### config.mk
export PLATFORM = sky130hd
export DESIGN_NAME = thumb_load_store_address_unit
export DESIGN_NICKNAME = d
export VERILOG_FILES = /design/src/sv/tlsau_pkg.sv /design/src/sv/tlsau_decode.sv /design/src/sv/thumb_load_store_address_unit.sv
export SDC_FILE = /design/constraint.sdc
export NUM_CORES = 1
export LEC_CHECK = 0
export BUFFER_PORTS_ARGS = -buffer_cell sky130_fd_sc_hd__buf_2
export CORE_MARGIN = 2
export CORE_UTILIZATION = 55
export DETAILED_ROUTE_END_ITERATION = 10
export HOLD_SLACK_MARGIN = 0.1
export PLACE_DENSITY = 0.86
export SYNTH_ARGS = -nofsm -noshare
export SYNTH_HDL_FRONTEND = slang
export SYNTH_SLANG_ARGS = --single-unit
### constraint.sdc
create_clock -name clk -period 13.75 [get_ports clk]
set_input_delay 1.375 -clock clk [delete_from_list [all_inputs] [get_ports clk]]
set_output_delay 1.375 -clock clk [all_outputs]
set_load 0.02 [all_outputs]
### src/sv/tlsau_pkg.sv
// ----------------------------------------------------------------------------
// tlsau_pkg: Thumb load/store address unit shared definitions
// Format codes, access width codes, opcode constants and the access
// descriptor type used between the decoder and the top level.
// ----------------------------------------------------------------------------
`default_nettype none

package tlsau_pkg;

    // Instruction format selector
    typedef enum logic [3:0] {
        KIND_REG_OFFSET = 4'd0,
        KIND_WORD_IMM   = 4'd1,
        KIND_HALF_IMM   = 4'd2,
        KIND_BYTE_IMM   = 4'd3,
        KIND_PC_REL     = 4'd4,
        KIND_SP_REL     = 4'd5,
        KIND_PUSH       = 4'd6,
        KIND_POP        = 4'd7,
        KIND_MULTIPLE   = 4'd8
    } kind_t;

    // Access width codes
    localparam logic [1:0] WIDTH_BYTE = 2'd0;
    localparam logic [1:0] WIDTH_HALF = 2'd1;
    localparam logic [1:0] WIDTH_WORD = 2'd2;

    // Register offset opcodes (bits 11:9)
    localparam logic [2:0] OP_STR   = 3'd0;
    localparam logic [2:0] OP_STRH  = 3'd1;
    localparam logic [2:0] OP_STRB  = 3'd2;
    localparam logic [2:0] OP_LDRSB = 3'd3;
    localparam logic [2:0] OP_LDR   = 3'd4;
    localparam logic [2:0] OP_LDRH  = 3'd5;
    localparam logic [2:0] OP_LDRB  = 3'd6;
    localparam logic [2:0] OP_LDRSH = 3'd7;

    // Fixed register numbers and list bits
    localparam logic [3:0]  REG_SP       = 4'd13;
    localparam logic [3:0]  REG_PC       = 4'd15;
    localparam logic [15:0] LIST_LR_BIT  = 16'h4000;
    localparam logic [15:0] LIST_PC_BIT  = 16'h8000;
    localparam logic [4:0]  EMPTY_COUNT  = 5'd16;

    // Packed widths of the stream payloads
    localparam int IN_DATA_W  = 80;
    localparam int KIND_W     = 4;
    localparam int OUT_DATA_W = 96;

    // Access descriptor
    typedef struct packed {
        logic        is_multiple;
        logic        writeback_enable;
        logic [31:0] writeback_address;
        logic [3:0]  base_register;
        logic [15:0] register_list;
        logic [2:0]  data_register;
        logic        sign_extend;
        logic [1:0]  access_width;
        logic        is_load;
        logic [31:0] address;
    } access_t;

    // Access width for each register offset opcode
    function automatic logic [1:0] op_width(input logic [2:0] op);
        logic [1:0] w;
        unique case (op)
            OP_STR, OP_LDR:            w = WIDTH_WORD;
            OP_STRH, OP_LDRH, OP_LDRSH: w = WIDTH_HALF;
            default:                   w = WIDTH_BYTE;
        endcase
        return w;
    endfunction

endpackage

`default_nettype wire

### src/sv/tlsau_decode.sv
// ----------------------------------------------------------------------------
// tlsau_decode: load/store instruction decode and address generation
// Combinational: turns one instruction, its format and register values
// into an access descriptor.
// ----------------------------------------------------------------------------
`default_nettype none

module tlsau_decode (
    input  wire logic [3:0]       kind,
    input  wire logic [15:0]      instr,
    input  wire logic [31:0]      base_value,
    input  wire logic [31:0]      index_value,
    input  wire logic             older_core_mode,
    output tlsau_pkg::access_t    result
);
    import tlsau_pkg::*;

    logic [2:0]  op;
    logic [4:0]  imm5;
    logic [7:0]  imm8;
    logic [8:0]  full_list;
    logic [4:0]  count;
    logic [4:0]  pop_count;
    logic [6:0]  byte_count;
    logic [15:0] list;
    logic [31:0] pc_aligned;

    assign op         = instr[11:9];
    assign imm5       = instr[10:6];
    assign imm8       = instr[7:0];
    assign pc_aligned = {base_value[31:2], 2'b00};

    // Register list for stack and multiple forms
    assign full_list = (kind == KIND_MULTIPLE) ? {1'b0, imm8} : instr[8:0];

    // Population count of the nine list bits
    always_comb
    begin
        pop_count = '0;
        for (int i = 0; i < 9; i++)
        begin
            pop_count = pop_count + {4'd0, full_list[i]};
        end
    end

    // Empty list counts as sixteen registers
    always_comb
    begin
        list  = {8'd0, imm8};
        count = pop_count;
        if (full_list == 9'd0)
        begin
            count = EMPTY_COUNT;
            list  = older_core_mode ? LIST_PC_BIT : 16'd0;
        end
        else if (kind != KIND_MULTIPLE && full_list[8])
        begin
            list = list | ((kind == KIND_PUSH) ? LIST_LR_BIT : LIST_PC_BIT);
        end
    end

    assign byte_count = {count, 2'b00};

    // Descriptor by format
    always_comb
    begin
        result = '0;
        unique case (kind)
            KIND_REG_OFFSET:
            begin
                result.address       = base_value + index_value;
                result.data_register = instr[2:0];
                result.base_register = {1'b0, instr[5:3]};
                result.access_width  = op_width(op);
                result.is_load       = (op >= OP_LDRSB);
                result.sign_extend   = (op == OP_LDRSB) || (op == OP_LDRSH);
            end
            KIND_WORD_IMM:
            begin
                result.address       = base_value + {25'd0, imm5, 2'b00};
                result.data_register = instr[2:0];
                result.base_register = {1'b0, instr[5:3]};
                result.access_width  = WIDTH_WORD;
                result.is_load       = instr[11];
            end
            KIND_HALF_IMM:
            begin
                result.address       = base_value + {26'd0, imm5, 1'b0};
                result.data_register = instr[2:0];
                result.base_register = {1'b0, instr[5:3]};
                result.access_width  = WIDTH_HALF;
                result.is_load       = instr[11];
            end
            KIND_BYTE_IMM:
            begin
                result.address       = base_value + {27'd0, imm5};
                result.data_register = instr[2:0];
                result.base_register = {1'b0, instr[5:3]};
                result.access_width  = WIDTH_BYTE;
                result.is_load       = instr[11];
            end
            KIND_PC_REL:
            begin
                result.address       = pc_aligned + {22'd0, imm8, 2'b00};
                result.data_register = instr[10:8];
                result.base_register = REG_PC;
                result.access_width  = WIDTH_WORD;
                result.is_load       = 1'b1;
            end
            KIND_SP_REL:
            begin
                result.address       = base_value + {22'd0, imm8, 2'b00};
                result.data_register = instr[10:8];
                result.base_register = REG_SP;
                result.access_width  = WIDTH_WORD;
                result.is_load       = instr[11];
            end
            KIND_PUSH:
            begin
                result.writeback_address = base_value - {25'd0, byte_count};
                result.address           = result.writeback_address;
                result.register_list     = list;
                result.base_register     = REG_SP;
                result.access_width      = WIDTH_WORD;
                result.writeback_enable  = 1'b1;
                result.is_multiple       = 1'b1;
            end
            KIND_POP:
            begin
                result.address           = base_value;
                result.writeback_address = base_value + {25'd0, byte_count};
                result.register_list     = list;
                result.base_register     = REG_SP;
                result.access_width      = WIDTH_WORD;
                result.is_load           = 1'b1;
                result.writeback_enable  = 1'b1;
                result.is_multiple       = 1'b1;
            end
            KIND_MULTIPLE:
            begin
                result.address           = base_value;
                result.writeback_address = base_value + {25'd0, byte_count};
                result.register_list     = list;
                result.base_register     = {1'b0, instr[10:8]};
                result.access_width      = WIDTH_WORD;
                result.is_load           = instr[11];
                // load with base in list keeps the loaded value
                result.writeback_enable  = !(instr[11] && list[{1'b0, instr[10:8]}]);
                result.is_multiple       = 1'b1;
            end
            default:
            begin
                result = '0;
            end
        endcase
    end

endmodule

`default_nettype wire

### src/sv/thumb_load_store_address_unit.sv
// ----------------------------------------------------------------------------
// thumb_load_store_address_unit: Thumb load/store address generation
// Input register, decode logic, result register; one transaction per cycle unless the output stalls.
//
//   channel  | direction | payload
//   ---------+-----------+-------------------------------------------------
//   s_axis   | in        | tuser kind; tdata instr, base_value, index_value
//   m_axis   | out       | tdata access descriptor
//   cfg      | in        | cfg_we / cfg_wdata: older_core_mode
//
// The result of an accepted transaction passes from the input register through
// the decode logic into the result register, which presents it on m_axis;
// one transaction is accepted every cycle while the output is not stalled, with
// the single decode stage between the input register and the result register.
// A stalled result holds in the result register while the input register
// still takes one more transaction. rst_n clears both valid flags and the
// mode register; payload registers are not reset.
// ----------------------------------------------------------------------------
`default_nettype none

module thumb_load_store_address_unit (
    input  wire logic                              clk,
    input  wire logic                              rst_n,
    // slave stream
    input  wire logic                              s_tvalid,
    output logic                                   s_tready,
    // [15:0] instr, [47:16] base_value, [79:48] index_value
    input  wire logic [tlsau_pkg::IN_DATA_W-1:0]   s_tdata,
    // [3:0] kind
    input  wire logic [tlsau_pkg::KIND_W-1:0]      s_tuser,
    // master stream
    output logic                                   m_tvalid,
    input  wire logic                              m_tready,
    // [31:0] address, [32] is_load, [34:33] access_width, [35] sign_extend,
    // [38:36] data_register, [54:39] register_list, [58:55] base_register,
    // [90:59] writeback_address, [91] writeback_enable, [92] is_multiple,
    // [95:93] zero
    output logic [tlsau_pkg::OUT_DATA_W-1:0]       m_tdata,
    // configuration
    input  wire logic                              cfg_we,
    input  wire logic                              cfg_wdata
);
    import tlsau_pkg::*;

    logic                  mode_reg;
    logic                  in_valid_reg;
    logic                  in_valid_next;
    logic [KIND_W-1:0]     kind_reg;
    logic [IN_DATA_W-1:0]  data_reg;
    logic                  out_valid_reg;
    logic                  out_valid_next;
    access_t               res_reg;
    access_t               res_next;
    logic                  advance;
    logic                  in_take;

    // Handshake
    assign advance  = in_valid_reg && (!out_valid_reg || m_tready);
    assign s_tready = !in_valid_reg || advance;
    assign in_take  = s_tvalid && s_tready;

    always_comb
    begin
        in_valid_next = in_take ? 1'b1 : (advance ? 1'b0 : in_valid_reg);
        out_valid_next = advance ? 1'b1 : (m_tready ? 1'b0 : out_valid_reg);
    end

    // Configuration register
    always_ff @(posedge clk or negedge rst_n)
    begin
        if (!rst_n)
        begin
            mode_reg <= 1'b0;
        end
        else if (cfg_we)
        begin
            mode_reg <= cfg_wdata;
        end
    end

    // Valid flags
    always_ff @(posedge clk or negedge rst_n)
    begin
        if (!rst_n)
        begin
            in_valid_reg  <= 1'b0;
            out_valid_reg <= 1'b0;
        end
        else
        begin
            in_valid_reg  <= in_valid_next;
            out_valid_reg <= out_valid_next;
        end
    end

    // Input register
    always_ff @(posedge clk)
    begin
        if (in_take)
        begin
            kind_reg <= s_tuser;
            data_reg <= s_tdata;
        end
    end

    // Decode
    tlsau_decode u_decode (
        .kind            (kind_reg),
        .instr           (data_reg[15:0]),
        .base_value      (data_reg[47:16]),
        .index_value     (data_reg[79:48]),
        .older_core_mode (mode_reg),
        .result          (res_next)
    );

    // Result register
    always_ff @(posedge clk)
    begin
        if (advance)
        begin
            res_reg <= res_next;
        end
    end

    assign m_tvalid = out_valid_reg;
    assign m_tdata  = {3'b000, res_reg};

    // Checks
    a_ready_when_empty: assert property (@(posedge clk) disable iff (!rst_n)
        !in_valid_reg |-> s_tready)
        else $error("input stage empty but not ready");

    a_take_fills_stage: assert property (@(posedge clk) disable iff (!rst_n)
        in_take |=> in_valid_reg)
        else $error("accepted transaction lost before decode");

    a_multiple_is_word: assert property (@(posedge clk) disable iff (!rst_n)
        (out_valid_reg && res_reg.is_multiple) |-> (res_reg.access_width == WIDTH_WORD))
        else $error("multiple transfer with non-word width");

    a_wb_only_multiple: assert property (@(posedge clk) disable iff (!rst_n)
        (out_valid_reg && !res_reg.is_multiple) |->
            (!res_reg.writeback_enable && res_reg.register_list == 16'd0))
        else $error("single transfer with writeback or list");

    a_advance_delivers: assert property (@(posedge clk) disable iff (!rst_n)
        advance |=> out_valid_reg)
        else $error("decoded transaction not presented");

endmodule

`default_nettype wire
==> results.cfg <==
[route]
wire_per_inst_um = 22.51
drtIter0Drc = 1655
first_pass_iters = 8
antenna_left = 0
drt_wl_total_um = 39110
drc = 0
vias = 11560
via_per_inst = 6.653

[placement]
place_congestion = 0.9764
post-place-ws_ns = 7.566
portBuffers = 174
dp_hpwl_um = 28140

[sta]
hold_viol = 0
finalClockSkew_ns = 0.01202
worst_slew_pin_slew_ns = 1.029
report.final.slew_viol_count = 0
min_period_ns = 6.358
whs_ns = 0.5087
rsz0062_at_grt = false
relSlewSlack = 0.3137
fin_crit_sh = 0.4624
setup_tns_ns = 0
setup_slack_ns = 7.392
setup_viol = 0
fmax_ghz = 0.1573

[finish]
syn2layout_area_growth_pct = 12.91
antennaDiodeCount = 0
nets = 1607
fill_cells = 1803
multiInputGateArea_sq_um = 6884
seq_area_sq_um = 5090
layout-drive-gt1-share = 0.1838
fin_util = 0.6270
layout_common_cells = 174 x buf_2, 167 x edfxtp_1, 114 x nor2_1
largest_reg_flops = 87
layout_commonest_cell = buf_2

[logic_synthesis]
synth_mux_area_frac = 0.01642
synth_edf_count = 167
yosysWarnings = 0
async_flop_share = 0.01765
synth_xor_area_frac = 0.05397
synth_cell_types = 93
synth_compound_area_frac = 0.2125
yosys.area_share.simple = 0.1792
syn_inst = 1317
ys_ff_latch = 170
synth-seq-area-share = 0.4073
netlist_area_sq_um = 12500
synthAdderAreaFrac = 0.08371
synth_top_flop_cell = edfxtp_1
synth_top_family_by_area = compound AO/OA/AOI/OAI gates
syn_avg_cell_area_sq_um = 9.488

[power_and_ir_drop]
switchingPower_mw = 0.5742
cellPowerDensity_nw_per_um2 = 120.0
irDropWorstVdd_mv = 0.07859
pwr-share-clk = 0.319
intPower_mw = 1.118
p_leak_nw = 5.537
combinationalPowerShare = 0.287
power_frac_seq = 0.395
p_sw_frac = 0.3392

[global_route]
grt_max_degree = 81
track_usage = 0.3218
grt.overflow.total = 0
first_global_vias = 10680
grt_antenna_before_repair = 0
grt_pass1_wl_um = 59210

[setup_path]
crit_required_ns = 13.91
critical-path-top-delay-family = adder cells
crit_chain = inv_1 > ha_1 > inv_1 > fa_1 > fa_1 > fa_1 > inv_1 > ha_1 > fa_1 > xnor2_1 > nand2_1 > ha_1 > a211o_1 > o211ai_1 > and3_1 > o21a_1 > nand4_1 > mux2_2 > a22oi_1 > o21ai_1
crit_type = reg2reg
cp_num_buf_inv = 3
startpoint_type = register
cp.arrival_ns = 6.52
cp-end-kind = register
crit_path_max_fanout = 9
cp_slowest_stage_delay_ns = 0.50
ff2ff_setup_slack_ns = 7.39
slowest_stage = fa_1
cpMostUsedCell = fa_1

[floorplan]
num_rows = 55
coreArea_sq_um = 22500
ios = 188
die-area_sq_um = 23940
dieWidth_um = 154.7
die_h_um = 154.7
initial_core_util = 0.5553

[clock_network]
cts_hold_buf = 0
clockBufferDepth = 2
numCtsBuffers = 17
ctsResizeCount = 0
clkSlewWorstSetupHoldPaths_ns = 0.07
root_buffer = clkbuf_16
clk_latency_ns = 0.44
htreeDepth = 4
post_cts_buffers = 0
cts_num_sinks = 170
cts_tree = done

[hold_path]
hold_path_class = reg2reg

[run]
cap_violations = 0

[run_status]
outcome = complete, no violations
-- Yosys cell counts, drive strengths merged (14+ instances only) --
| library cell | number | share of area |
|---|---|---|
| nor2b | 38 | 0.019 |
| o22ai | 15 | 0.0075 |
| nor4 | 14 | 0.0099 |
| nand4 | 33 | 0.017 |
| a21o | 31 | 0.019 |
| buf | 40 | 0.019 |
| a31oi | 15 | 0.0080 |
| xor2 | 36 | 0.025 |
| nand3 | 28 | 0.012 |
| nor3 | 34 | 0.015 |
| ha | 66 | 0.066 |
| o21ai | 98 | 0.040 |
| edfxtp | 167 | 0.40 |
| nand2 | 106 | 0.032 |
| and3 | 17 | 0.0085 |
| a21oi | 96 | 0.039 |
| xnor2 | 41 | 0.029 |
| nor2 | 119 | 0.036 |
| clkbuf | 53 | 0.016 |
| o21a | 14 | 0.0084 |
| o211ai | 16 | 0.0096 |
| inv | 39 | 0.012 |
-- final cells by class --
class | count | share of cell area
Clock buffer | 19 | 0.03139
Timing Repair Buffer | 189 | 0.06971
Tap cell | 285 | 0.02527
Multi-Input combinational cell | 1023 | 0.4879
Sequential cell | 170 | 0.3608
Inverter | 39 | 0.01038
Clock inverter | 13 | 0.01454
-- power by group through the flow --
stage / clock network [mW] / registers (mW) / logic (mW)
global placement: 0 / 0.675 / 0.454
CTS: 0.542 / 0.666 / 0.472
global route: 0.562 / 0.671 / 0.522
floorplan: 0 / 0.690 / 0.313
finish: 0.540 / 0.668 / 0.485
detailed placement: 0 / 0.676 / 0.468
-- path summary, 6_finish.rpt --
| kind | end | cells past startpoint | from |
|---|---|---|---|
| max reg2reg | m_tdata[24] | 20 | data_reg[1] |
| min in group asynchronous | mode_reg | 1 | rst_n |
| max in group asynchronous | m_tvalid | 1 | rst_n |
| max | m_tdata[24] | 20 | data_reg[1] |
| min | m_tvalid | 1 | in_valid_reg |
| min reg2reg | m_tvalid | 1 | in_valid_reg |
-- cell families (layout without fill, tap and decap cells) --
family,after synthesis,after routing
other,1,9
xor gates and xnor gates,77,77
and+or+nand+nor,442,442
adders and majority gates,77,77
AOI/OAI and AO/OA,400,400
buffers and inverters,132,260
muxes,18,18
DFF,170,170
-- through the flow --
stage / instance area, sq um / power (mW) / cells
after floorplan: 12530 / 1.003 / 1325
after global placement: 13460 / 1.129 / 1706
after detailed placement: 13460 / 1.144 / 1706
after CTS: 14110 / 1.679 / 1738
after global routing: 14110 / 1.755 / 1738
final: 14110 / 1.693 / 1738
-- layer usage --
metal  wire, um  vias to the layer above  global-route usage
li1           -                     5165                   -
met1      15640                     5423              0.4547
met2      17200                      832              0.4872
met3       4835                      143             0.06360
met4       1442                        0              0.1336
met5          0                        -                   0
-- worst register-to-register path: cells and delay by family, from the launching register on --
kind / cells / cell delay (ns)
simple gates: 3 / 0.69
buf+inv: 3 / 0.21
fa+ha+maj: 7 / 2.75
compound gates: 5 / 1.47
mux: 1 / 0.32
flops: 1 / 0.47
xor+xnor: 1 / 0.18
No activity file was read; power rests on OpenSTA's default activity.
